File: src/rtl/core/mbss_pkg.sv
// Shared types, constants and helper functions for the Modbus battery status sniffer.
package mbss_pkg;

    // Frame layout and protocol constants
    localparam int          REG_COUNT     = 30;
    localparam int          NUM_STAGED    = 10;
    localparam int          NUM_HDR       = 6;
    localparam int          Q_DEPTH       = 2;
    localparam logic [7:0]  DEFAULT_UNIT  = 8'd21;
    localparam logic [15:0] DEFAULT_START = 16'h0190;
    localparam logic [7:0]  FUNC_READ_HOLDING = 8'd3;
    localparam logic [7:0]  REQ_LEN       = 8'd8;
    localparam logic [7:0]  MIN_LEN       = 8'd5;
    localparam logic [7:0]  DATA_START    = 8'd3;
    localparam logic [7:0]  RESP_LEN      = 8'(2 * REG_COUNT + 5);
    localparam logic [7:0]  RESP_BYTES    = 8'(2 * REG_COUNT);
    localparam logic [15:0] REG_COUNT_W   = 16'(REG_COUNT);
    localparam logic [7:0]  POS_MAX       = 8'hFF;
    localparam logic [15:0] CRC_INIT      = 16'hFFFF;
    localparam logic [15:0] CRC_POLY      = 16'hA001;

    // Configuration register indexes
    localparam int         CFG_IDX_W     = 2;
    localparam logic [1:0] CFG_UNIT_ADDR = 2'd0;
    localparam logic [1:0] CFG_START_ADDR = 2'd1;

    typedef struct packed {
        logic [7:0]  unit_addr;
        logic [15:0] start_addr;
    } cfg_t;

    // One finished frame, as handed from the front end to the judge
    typedef struct packed {
        logic                          crc_ok;
        logic [7:0]                    len;
        logic [NUM_HDR-1:0][7:0]       hdr;
        logic [NUM_STAGED-1:0][15:0]   words;
        logic [31:0]                   stamp;
    } frame_rec_t;

    // One byte through the reflected CRC-16 (poly 0xA001)
    function automatic logic [15:0] crc_byte(input logic [15:0] crc_in, input logic [7:0] b);
        logic [15:0] c;
        c = crc_in ^ {8'h00, b};
        for (int i = 0; i < 8; i++) begin
            c = c[0] ? ((c >> 1) ^ CRC_POLY) : (c >> 1);
        end
        return c;
    endfunction

    // Frame byte position of the high byte of each staged data word
    function automatic logic [7:0] word_hi_pos(input logic [3:0] k);
        logic [4:0] w;
        case (k)
            4'd0:    w = 5'd0;
            4'd1:    w = 5'd2;
            4'd2:    w = 5'd3;
            4'd3:    w = 5'd4;
            4'd4:    w = 5'd5;
            4'd5:    w = 5'd12;
            4'd6:    w = 5'd13;
            4'd7:    w = 5'd14;
            4'd8:    w = 5'd16;
            4'd9:    w = 5'd17;
            default: w = 5'd0;
        endcase
        return DATA_START + {2'b00, w, 1'b0};
    endfunction

endpackage

File: src/rtl/core/mbss_front.sv
// Byte front end: CRC, position count and capture of header and data bytes.
module mbss_front
    import mbss_pkg::*;
(
    input  logic        clk,
    input  logic        rst_n,
    input  logic        accept,
    input  logic [7:0]  data_byte,
    input  logic        frame_end,
    input  logic [31:0] now_ms,
    output logic        push,
    output frame_rec_t  rec
);

    logic [15:0]                 crc_reg;
    logic [7:0]                  pos_reg;
    logic [NUM_HDR-1:0][7:0]     hdr_reg;
    logic [NUM_STAGED-1:0][15:0] words_reg;

    logic [15:0]                 crc_next;
    logic [7:0]                  len_next;
    logic [NUM_HDR-1:0][7:0]     hdr_next;
    logic [NUM_STAGED-1:0][15:0] words_next;

    // Per-byte update; capture stops once the count saturates
    always_comb
    begin
        crc_next   = crc_byte(crc_reg, data_byte);
        hdr_next   = hdr_reg;
        words_next = words_reg;
        len_next   = pos_reg;
        if (pos_reg != POS_MAX)
        begin
            len_next = pos_reg + 8'd1;
            for (int i = 0; i < NUM_HDR; i++)
            begin
                if (pos_reg == 8'(i))
                    hdr_next[i] = data_byte;
            end
            for (int k = 0; k < NUM_STAGED; k++)
            begin
                if (pos_reg == word_hi_pos(4'(k)))
                    words_next[k][15:8] = data_byte;
                if (pos_reg == word_hi_pos(4'(k)) + 8'd1)
                    words_next[k][7:0] = data_byte;
            end
        end
    end

    // Running CRC and count, reloaded after each frame
    always_ff @(posedge clk or negedge rst_n)
    begin
        if (!rst_n)
        begin
            crc_reg <= CRC_INIT;
            pos_reg <= '0;
        end
        else if (accept)
        begin
            if (frame_end)
            begin
                crc_reg <= CRC_INIT;
                pos_reg <= '0;
            end
            else
            begin
                crc_reg <= crc_next;
                pos_reg <= len_next;
            end
        end
    end

    // Captured bytes
    always_ff @(posedge clk)
    begin
        if (accept)
        begin
            hdr_reg   <= hdr_next;
            words_reg <= words_next;
        end
    end

    // Frame summary goes to the queue on the last beat
    assign push       = accept && frame_end;
    assign rec.crc_ok = (crc_next == 16'h0000);
    assign rec.len    = len_next;
    assign rec.hdr    = hdr_next;
    assign rec.words  = words_next;
    assign rec.stamp  = now_ms;

endmodule

File: src/rtl/core/mbss_queue.sv
// Short queue of finished frame summaries between front end and judge.
module mbss_queue
    import mbss_pkg::*;
(
    input  logic       clk,
    input  logic       rst_n,
    input  logic       push,
    input  frame_rec_t push_data,
    input  logic       pop,
    output logic       full,
    output logic       not_empty,
    output frame_rec_t head
);

    localparam int PTR_W = (Q_DEPTH > 1) ? $clog2(Q_DEPTH) : 1;
    localparam int CNT_W = $clog2(Q_DEPTH + 1);

    frame_rec_t        slot_reg [Q_DEPTH];
    logic [PTR_W-1:0]  wr_ptr_reg;
    logic [PTR_W-1:0]  rd_ptr_reg;
    logic [CNT_W-1:0]  count_reg;

    assign full      = (count_reg == CNT_W'(Q_DEPTH));
    assign not_empty = (count_reg != '0);
    assign head      = slot_reg[rd_ptr_reg];

    function automatic logic [PTR_W-1:0] ptr_inc(input logic [PTR_W-1:0] p);
        return (p == PTR_W'(Q_DEPTH - 1)) ? '0 : p + PTR_W'(1);
    endfunction

    // Pointers and fill count
    always_ff @(posedge clk or negedge rst_n)
    begin
        if (!rst_n)
        begin
            wr_ptr_reg <= '0;
            rd_ptr_reg <= '0;
            count_reg  <= '0;
        end
        else
        begin
            if (push)
                wr_ptr_reg <= ptr_inc(wr_ptr_reg);
            if (pop)
                rd_ptr_reg <= ptr_inc(rd_ptr_reg);
            if (push && !pop)
                count_reg <= count_reg + CNT_W'(1);
            else if (pop && !push)
                count_reg <= count_reg - CNT_W'(1);
        end
    end

    // Storage
    always_ff @(posedge clk)
    begin
        if (push)
            slot_reg[wr_ptr_reg] <= push_data;
    end

    a_no_push_full: assert property (@(posedge clk) disable iff (!rst_n)
        push |-> (!full || pop))
        else $error("queue written while full");
    a_no_pop_empty: assert property (@(posedge clk) disable iff (!rst_n)
        pop |-> not_empty)
        else $error("queue read while empty");
    a_count_range: assert property (@(posedge clk) disable iff (!rst_n)
        count_reg <= CNT_W'(Q_DEPTH))
        else $error("queue count out of range");

endmodule

File: src/rtl/core/mbss_back.sv
// Frame judge: request/response tracking, reading commit and result register.
module mbss_back
    import mbss_pkg::*;
(
    input  logic                        clk,
    input  logic                        rst_n,
    input  cfg_t                        cfg,
    input  logic                        q_valid,
    input  frame_rec_t                  head,
    output logic                        pop,
    input  logic                        out_stall,
    output logic                        out_valid,
    output logic                        accepted,
    output logic                        reading_valid,
    output logic [NUM_STAGED-1:0][15:0] reading_words,
    output logic [31:0]                 reading_time
);

    logic                        out_valid_reg;
    logic                        accepted_reg;
    logic                        await_reg;
    logic                        present_reg;
    logic [NUM_STAGED-1:0][15:0] words_reg;
    logic [31:0]                 time_reg;

    logic frame_ok;
    logic is_request;
    logic req_match;
    logic commit;

    // Result slot frees when empty or taken this cycle
    assign pop = q_valid && (!out_valid_reg || !out_stall);

    // Frame checks
    always_comb
    begin
        frame_ok   = head.crc_ok && (head.len >= MIN_LEN) &&
                     (head.hdr[0] == cfg.unit_addr) && (head.hdr[1] == FUNC_READ_HOLDING);
        is_request = (head.len == REQ_LEN);
        req_match  = ({head.hdr[2], head.hdr[3]} == cfg.start_addr) &&
                     ({head.hdr[4], head.hdr[5]} == REG_COUNT_W);
        commit     = frame_ok && !is_request && await_reg &&
                     (head.len == RESP_LEN) && (head.hdr[2] == RESP_BYTES);
    end

    // Control state
    always_ff @(posedge clk or negedge rst_n)
    begin
        if (!rst_n)
        begin
            out_valid_reg <= 1'b0;
            accepted_reg  <= 1'b0;
            await_reg     <= 1'b0;
            present_reg   <= 1'b0;
        end
        else
        begin
            if (pop)
            begin
                out_valid_reg <= 1'b1;
                accepted_reg  <= commit;
                if (frame_ok)
                    await_reg <= is_request && req_match;
                if (commit)
                    present_reg <= 1'b1;
            end
            else if (!out_stall)
            begin
                out_valid_reg <= 1'b0;
            end
        end
    end

    // Stored reading; only changes when an accepted response enters the slot
    always_ff @(posedge clk or negedge rst_n)
    begin
        if (!rst_n)
        begin
            words_reg <= '0;
            time_reg  <= '0;
        end
        else if (pop && commit)
        begin
            words_reg <= head.words;
            time_reg  <= head.stamp;
        end
    end

    assign out_valid     = out_valid_reg;
    assign accepted      = accepted_reg;
    assign reading_valid = present_reg;
    assign reading_words = words_reg;
    assign reading_time  = time_reg;

    a_acc_has_reading: assert property (@(posedge clk) disable iff (!rst_n)
        (out_valid_reg && accepted_reg) |-> present_reg)
        else $error("accepted result without a reading");
    a_commit_clears_wait: assert property (@(posedge clk) disable iff (!rst_n)
        (pop && commit) |=> (!await_reg && out_valid_reg && accepted_reg))
        else $error("commit did not clear wait flag");
    a_commit_needs_wait: assert property (@(posedge clk) disable iff (!rst_n)
        (pop && commit) |-> await_reg)
        else $error("commit without pending request");

endmodule

File: src/rtl/core/modbus_battery_status_sniffer.sv
// Top level of the Modbus RTU battery status sniffer.
//
// Input channel: one frame byte per beat (data_byte, frame_end, now_ms) on
// in_valid/in_stall. The last byte of a frame carries frame_end; now_ms is
// used only on that beat. One byte is taken every cycle while in_stall is low.
// Output channel: exactly one result beat per frame end on out_valid/out_stall,
// carrying the accepted flag and the stored reading. The result passes the
// frame queue and then the output register. Per byte the work is one CRC-16
// update and a capture by position, done combinationally in the front end.
// A two-entry frame queue sits between the front end and the judge; in_stall
// rises only when that queue is full, i.e. when results back up behind a
// stalled receiver. A stalled result holds its value.
// Config port: cfg_index 0 = unit address, 1 = status start address; always
// ready; the user must write it only while no frame is in flight (unchecked).
// Reset: CRC 0xFFFF, count zero, no pending request, reading all zero,
// unit address 21, start address 400.
module modbus_battery_status_sniffer
    import mbss_pkg::*;
(
    input  logic                 clk,
    input  logic                 rst_n,
    input  logic                 in_valid,
    output logic                 in_stall,
    input  logic [7:0]           data_byte,
    input  logic                 frame_end,
    input  logic [31:0]          now_ms,
    output logic                 out_valid,
    input  logic                 out_stall,
    output logic                 accepted,
    output logic                 reading_valid,
    output logic [15:0]          status_word,
    output logic [15:0]          mode_word,
    output logic [15:0]          charge_hundredths,
    output logic [31:0]          capacity_wh,
    output logic [15:0]          voltage_decivolts,
    output logic signed [31:0]   power_w,
    output logic signed [31:0]   internal_power_w,
    output logic [31:0]          measured_at_ms,
    input  logic                 cfg_valid,
    output logic                 cfg_ready,
    input  logic [CFG_IDX_W-1:0] cfg_index,
    input  logic [15:0]          cfg_data
);

    cfg_t                        cfg_reg;
    logic                        in_accept;
    logic                        q_push;
    logic                        q_full;
    logic                        q_not_empty;
    logic                        q_pop;
    frame_rec_t                  q_in;
    frame_rec_t                  q_head;
    logic [NUM_STAGED-1:0][15:0] rd_words;
    logic [31:0]                 rd_time;

    // Configuration registers
    assign cfg_ready = 1'b1;

    always_ff @(posedge clk or negedge rst_n)
    begin
        if (!rst_n)
        begin
            cfg_reg.unit_addr  <= DEFAULT_UNIT;
            cfg_reg.start_addr <= DEFAULT_START;
        end
        else if (cfg_valid && cfg_ready)
        begin
            unique case (cfg_index)
                CFG_UNIT_ADDR:  cfg_reg.unit_addr  <= cfg_data[7:0];
                CFG_START_ADDR: cfg_reg.start_addr <= cfg_data;
                default: ;
            endcase
        end
    end

    // Input handshake
    assign in_stall  = q_full;
    assign in_accept = in_valid && !in_stall;

    mbss_front u_front (
        .clk       (clk),
        .rst_n     (rst_n),
        .accept    (in_accept),
        .data_byte (data_byte),
        .frame_end (frame_end),
        .now_ms    (now_ms),
        .push      (q_push),
        .rec       (q_in)
    );

    mbss_queue u_queue (
        .clk       (clk),
        .rst_n     (rst_n),
        .push      (q_push),
        .push_data (q_in),
        .pop       (q_pop),
        .full      (q_full),
        .not_empty (q_not_empty),
        .head      (q_head)
    );

    mbss_back u_back (
        .clk           (clk),
        .rst_n         (rst_n),
        .cfg           (cfg_reg),
        .q_valid       (q_not_empty),
        .head          (q_head),
        .pop           (q_pop),
        .out_stall     (out_stall),
        .out_valid     (out_valid),
        .accepted      (accepted),
        .reading_valid (reading_valid),
        .reading_words (rd_words),
        .reading_time  (rd_time)
    );

    // Reading fields, big-endian word pairs
    assign status_word       = rd_words[0];
    assign mode_word         = rd_words[1];
    assign charge_hundredths = rd_words[2];
    assign capacity_wh       = {rd_words[3], rd_words[4]};
    assign voltage_decivolts = rd_words[5];
    assign power_w           = {rd_words[6], rd_words[7]};
    assign internal_power_w  = {rd_words[8], rd_words[9]};
    assign measured_at_ms    = rd_time;

endmodule

File: config.mk
export PLATFORM = sky130hd
export DESIGN_NAME = modbus_battery_status_sniffer
export DESIGN_NICKNAME = d
export VERILOG_FILES = /design/src/rtl/core/mbss_pkg.sv /design/src/rtl/core/mbss_front.sv /design/src/rtl/core/mbss_queue.sv /design/src/rtl/core/mbss_back.sv /design/src/rtl/core/modbus_battery_status_sniffer.sv
export SDC_FILE = /design/constraint.sdc
export NUM_CORES = 1
export LEC_CHECK = 0
export ABC_CLOCK_PERIOD_IN_PS = 13850
export BUFFER_PORTS_ARGS = -buffer_cell sky130_fd_sc_hd__buf_2
export CAP_MARGIN = 20
export CORE_MARGIN = 4
export CORE_UTILIZATION = 60
export DETAILED_ROUTE_END_ITERATION = 6
export PLACE_DENSITY = 0.9
export SYNTH_ARGS = -nofsm -noshare
export SYNTH_HDL_FRONTEND = slang
export SYNTH_SLANG_ARGS = --single-unit
File: constraint.sdc
create_clock -name clk -period 13.85 [get_ports clk]
set_input_delay 1.385 -clock clk [delete_from_list [all_inputs] [get_ports clk]]
set_output_delay 1.385 -clock clk [all_outputs]
set_load 0.1 [all_outputs]
Yosys cells after proc, flatten, opt, wreduce, memory -nomap -nowiden
Memory sizes are Yosys's and may differ from the RTL's.
Cells that the tools add are included.
Operators by class
  add/subtract/negate cells: 25
  $lt $le $gt $ge: 1
  equality and inequality tests: 36
  mux-type cells: 57
  bitwise operators: 9
  reduce and logical (&&, ||, !) cells: 31
Operators with widths (count)
  $mux 8: 28
  $eq 8x8->1: 21
  $mux 160: 1
  $mux 16: 9
  $add 8x1->8 const B: 11
  $add 2x6->7 const A: 10
  $mux 5: 10
  $mux 48: 1
  $eq 8x2->1 const B: 3
  $not 2->3: 8
  $eq 16x16->1: 1
  $eq 16x5->1 const B: 1
  $eq 8x3->1 const B: 2
  $logic_not 16->1: 1
  $xor 16x8->16: 1
  $logic_and 1x1->1: 15
  $eq 8x1->1 const B: 1
  $eq 8x4->1 const B: 1
  $eq 8x6->1 const B: 1
  $eq 8x7->1 const B: 1
  $ge 8x3->1 const B: 1
  $logic_not 8->1: 1
  $ne 8x8->1 const B: 1
  $reduce_and 2->1: 4
  other kinds (12): 25
Storage, ports and cells
  flip-flop bits (word level): 456
  bits in writable memories: 498
  memories kept: 1
Memories
  u_queue.slot_reg: words 2, bits a word 249, rd ports 1, clocked after memory_dff 0, wr ports 1, RTL line mbss_queue.sv:18  | frame_rec_t slot_reg [Q_DEPTH];

Logic depth before layout (Yosys ltp)
  depth after elaboration: 18
  gate-level depth with buffers: 10
  gate-level depth less buffers: 9

By module
A second synthesis with hierarchy kept.
Unflattened totals
  cells, all modules: 2021
  area, all modules: 38405.6 um^2
By module, submodules not included
  mbss_queue: instances 1, cells an instance 791, area an instance 18989.5 um^2
  mbss_front: instances 1, cells an instance 707, area an instance 10739.0 um^2
  mbss_back: instances 1, cells an instance 469, area an instance 7728.7 um^2
  modbus_battery_status_sniffer: instances 1, cells an instance 54, area an instance 948.4 um^2

Least setup slack after synthesis
Ideal clock, no wire load.
  kind: input to register
  start: input frame_end
  end: memory u_queue.slot_reg[0][0] (netlist bit) (enable)
  setup time: 0.864 ns
  arrival time: 12.078 ns
  data required time: 12.986 ns
  path slack: 0.908 ns
  stages on the path: 3
  buffers on the path: 1
  cells stage by stage: clkbuf_1 nand2_1 nor2_1
Between the ends
  longest elaborated chain between the ends: 3
Ends and longest elaborated chain
  from (decl): RTL line modbus_battery_status_sniffer.sv:25  | input logic frame_end,
  $logic_and 1x1->1: RTL line mbss_front.sv:84  | assign push = accept && frame_end;
  $mux 1: RTL line mbss_queue.sv:56  | if (push)
  $mux 1 (implied by the code): RTL line mbss_queue.sv:57  | slot_reg[wr_ptr_reg] <= push_data;
  to (decl): RTL line mbss_queue.sv:18
No other way between the ends.

Worst setup path in the final report
  start: register u_queue.rd_ptr_reg
  end: register u_back.words_reg, in the netlist u_back.reading_words[101]
Between the ends
  longest elaborated chain between the ends: 10
Ends and longest elaborated chain
  from (decl): RTL line mbss_queue.sv:20  | logic [PTR_W-1:0] rd_ptr_reg;
  from (signal assigned): RTL line mbss_queue.sv:45  | rd_ptr_reg <= ptr_inc(rd_ptr_reg);
  $mem_v2 2x249 *
  $ge 8x3->1: RTL line mbss_back.sv:37  | frame_ok = head.crc_ok && (head.len >= MIN_LEN) &&
  $logic_and 1x1->1 (2 in series): RTL line mbss_back.sv:37
  $logic_and 1x1->1: RTL line mbss_back.sv:38  | (head.hdr[0] == cfg.unit_addr) && (head.hdr[1] == FUNC_READ_HOLDING);
  $logic_and 1x1->1 (3 in series): RTL line mbss_back.sv:42  | commit = frame_ok && !is_request && await_reg &&
  $logic_and 1x1->1: RTL line mbss_back.sv:43  | (head.len == RESP_LEN) && (head.hdr[2] == RESP_BYTES);
  $logic_and 1x1->1: RTL line mbss_back.sv:82  | else if (pop && commit)
  to (signal assigned): RTL line mbss_back.sv:84  | words_reg <= head.words;
  to (decl): RTL line mbss_back.sv:23  | logic [NUM_STAGED-1:0][15:0] words_reg;
Every way passes the cells marked *; elsewhere a longest branch is shown, timed or not.
A chain may end at the register's enable or synchronous reset.

==> metrics.txt <==
status=finished clean; required time worst endpoint=between 10 and 15 ns; Max Fclk=177 MHz; ANT nets after route=0; H-tree depth=3; clock sinks=about 950; R2R Path Start=u_queue.rd_ptr_reg$_DFFE_PN0P_; CP dominant cell by count=buf_4; Final Setup Violations=0; Yosys cell types=50; initial antenna violation count=0; TNS Setup=0 ns; routed wire length=75800 um; RSZ-0062 raised after global routing=no; routed vias/inst=~5.9; number of port buffers=259; Die Height=256 um; Main synth FF type=edfxtp_1; Tot Pwr=0.00788 W; GR Overflow Total=0; hold path depth=2; fin nets=2310; asr flop ratio synth=0.260; fin crit period=5.66 ns; Tcrit/Tclk final=0.409; Worst Path Max Fanout=75; Post-synth EDFFs=706; crit path capture type=flip-flop; total inserted antenna cells=0; WL per Instance=approximately 24 um; post_cts resized=0; area leader, netlist=edfxtp_1; Skew-Pair Late Insertion Delay=approximately 0.63 ns; critical path's slowest cell=buf_4; Rows=90; first drt pass iteration count=7; Largest register FFs=498; vias=18442; Top Ports=261; syn_area_per_cell=around 19 um^2; Hold EP=u_front.crc_reg[5]$_DFFE_PN1P_; Arr. time, crit path=a little over 6 ns; ranking of synthesized cells by area=edfxtp_1, mux2_2, dfrtp_1; maximum vdd drop=0.110 mV; root buffer selected by CTS=clkbuf_16; share of the synthesized area in the top cell type=0.576; Synth Instances=1960; drt drc=0; number of synthesized register bits=approximately 950; hold_sp=u_front.crc_reg[5]$_DFFE_PN1P_; post-route cell area=42000 um^2; Area after DPL=38800 um^2; leakage power=~16 nW; worst setup slack after layout=8.19 ns; Net Count, Synth=2030; Crit Reg-Reg Endpoint=u_back.reading_words[101]$_DFFE_PN0P_; PwrDens=around 190 nW/um^2; Place WS=7.72 ns; area growth from synthesis to layout=14.0%; first-pass GRT wire length=roughly 120000 um; total CTS buffers=91; ratio of cells with drive above 1 in the final layout=0.440; setup bufs post-CTS=0; core area=60600 um^2; Final GP Congestion=0.848; die footprint=65400 um^2; clock-pin transition on the worst setup and hold timing paths=0.06 ns; Total GRT Usage=0.229; FF-to-FF setup slack=8.19 ns; Mapped Area=36800 um^2; Max Slew Vio Count=0; fill count=approximately 3600; clock tree buffer depth=3; post-detail-place hpwl=roughly 44000 um; Starting Density=0.607; startpoint types=flip-flop; Post-synth top cells=edfxtp_1, mux2_2, dfrtp_1; max cap viols=0; Slew Limit Headroom=0.301; vias in the first global route=19417; largest net degree at the start of global routing=111; Slew @ Worst Pin=1.05 ns; CTS tree=built; Clock Skew=0.0227 ns; most common cell in the netlist=edfxtp_1; Post-CTS Hold Fix Bufs=0; Final Hold Viols=0; CP peak stage delay=approximately 0.87 ns; crit path kind=flip-flop to flip-flop; sequential share of the synthesized area=0.745; crit path cell chain=buf_4 -> buf_16 -> buf_4 -> a21oi_1 -> nor3b_1 -> nand4_1 -> a211oi_4 -> buf_4 -> buf_4 -> mux2_2; die width=~260 um; DR iter-0 viols=1788; FF-to-FF path depth=10; Ys Warns=0; Layout Utilization=0.693; worst min path class=flip-flop to flip-flop
-- how the worst max path moves through the flow --
stage	from	end	slack, ns	depth (start not counted)
2_1_floorplan	frame_end	u_queue.slot_reg[0][0]$_DFFE_PP_	0.91	3
3_3_place_gp	in_valid	u_queue.slot_reg[0][112]$_DFFE_PP_	7.88	7
3_5_place_dp	in_valid	u_queue.slot_reg[0][116]$_DFFE_PP_	7.72	7
4_1_cts	u_queue.rd_ptr_reg$_DFFE_PN0P_	u_back.reading_time[11]$_DFFE_PN0P_	7.98	9
5_1_grt	u_queue.rd_ptr_reg$_DFFE_PN0P_	u_back.reading_words[101]$_DFFE_PN0P_	7.84	10
6_report	u_queue.rd_ptr_reg$_DFFE_PN0P_	u_back.reading_words[101]$_DFFE_PN0P_	8.19	10
-- through the flow --
stage,cells,hold slack [ns]
after floorplan,1960,0.442
after CTS,3098,0.460
final,3101,0.458
after detailed placement,2926,0.453
after global placement,2926,0.449
after global routing,3101,0.484
-- cell usage in the layout, fill, tap and decap left out, types with 20 or more instances in the layout --
master,instances
xnor2_1,45
buf_2,258
nor2_1,41
edfxtp_1,706
dfrtp_1,225
nand2_1,32
clkbuf_16,93
mux2_1,52
mux2_2,565
buf_4,20
dfstp_2,22
mux2i_1,21
-- power breakdown --
group / leakage (nW) / internal, W / switching [W]
Clock: 1.53 / 0.00152 / 0.00104
Combinational: 4.85 / 0.000595 / 0.000850
Sequential: 9.72 / 0.00372 / 0.000157
Total: 16.1 / 0.00583 / 0.00205
-- routing by layer --
layer,GRT usage,part of all wire,wire [um],vias up
li1,-,-,-,8042
met1,0.311,0.41,31100,9584
met2,0.396,0.52,39100,682
met3,0.0364,0.052,3940,134
met4,0.0526,0.022,1690,0
met5,0,0,0,-
-- cell families after synthesis --
group	count (synthesis)	share of synthesized area
AO/OA/AOI/OAI	56	0.00959
buffers and inverters	102	0.0143
multiplexers	638	0.194
other	1	0.000102
XOR/XNOR	54	0.0129
flip-flops	954	0.745
adder cells (fa/ha/maj)	6	0.00204
AND/OR/NAND/NOR	149	0.0212
-- cell type report --
type	count	area, um^2	share of cell area
clock inverter	58	651	0.0155
timing repair buffer	282	1520	0.0362
tap	782	978	0.0233
clock buffer	114	2480	0.0590
sequential	954	27400	0.654
inverter	7	33.8	0.000805
multi-input combinational	904	8860	0.211
-- critical path: cells and delay by family, from the launching register on --
kind	cells	cell delay (ns)
buffers and inverters	5	3.02
DFF	1	0.74
AOI/OAI and AO/OA	2	0.54
and+or+nand+nor	2	0.45
muxes	1	0.45
Power figures use the tool's default switching activity.
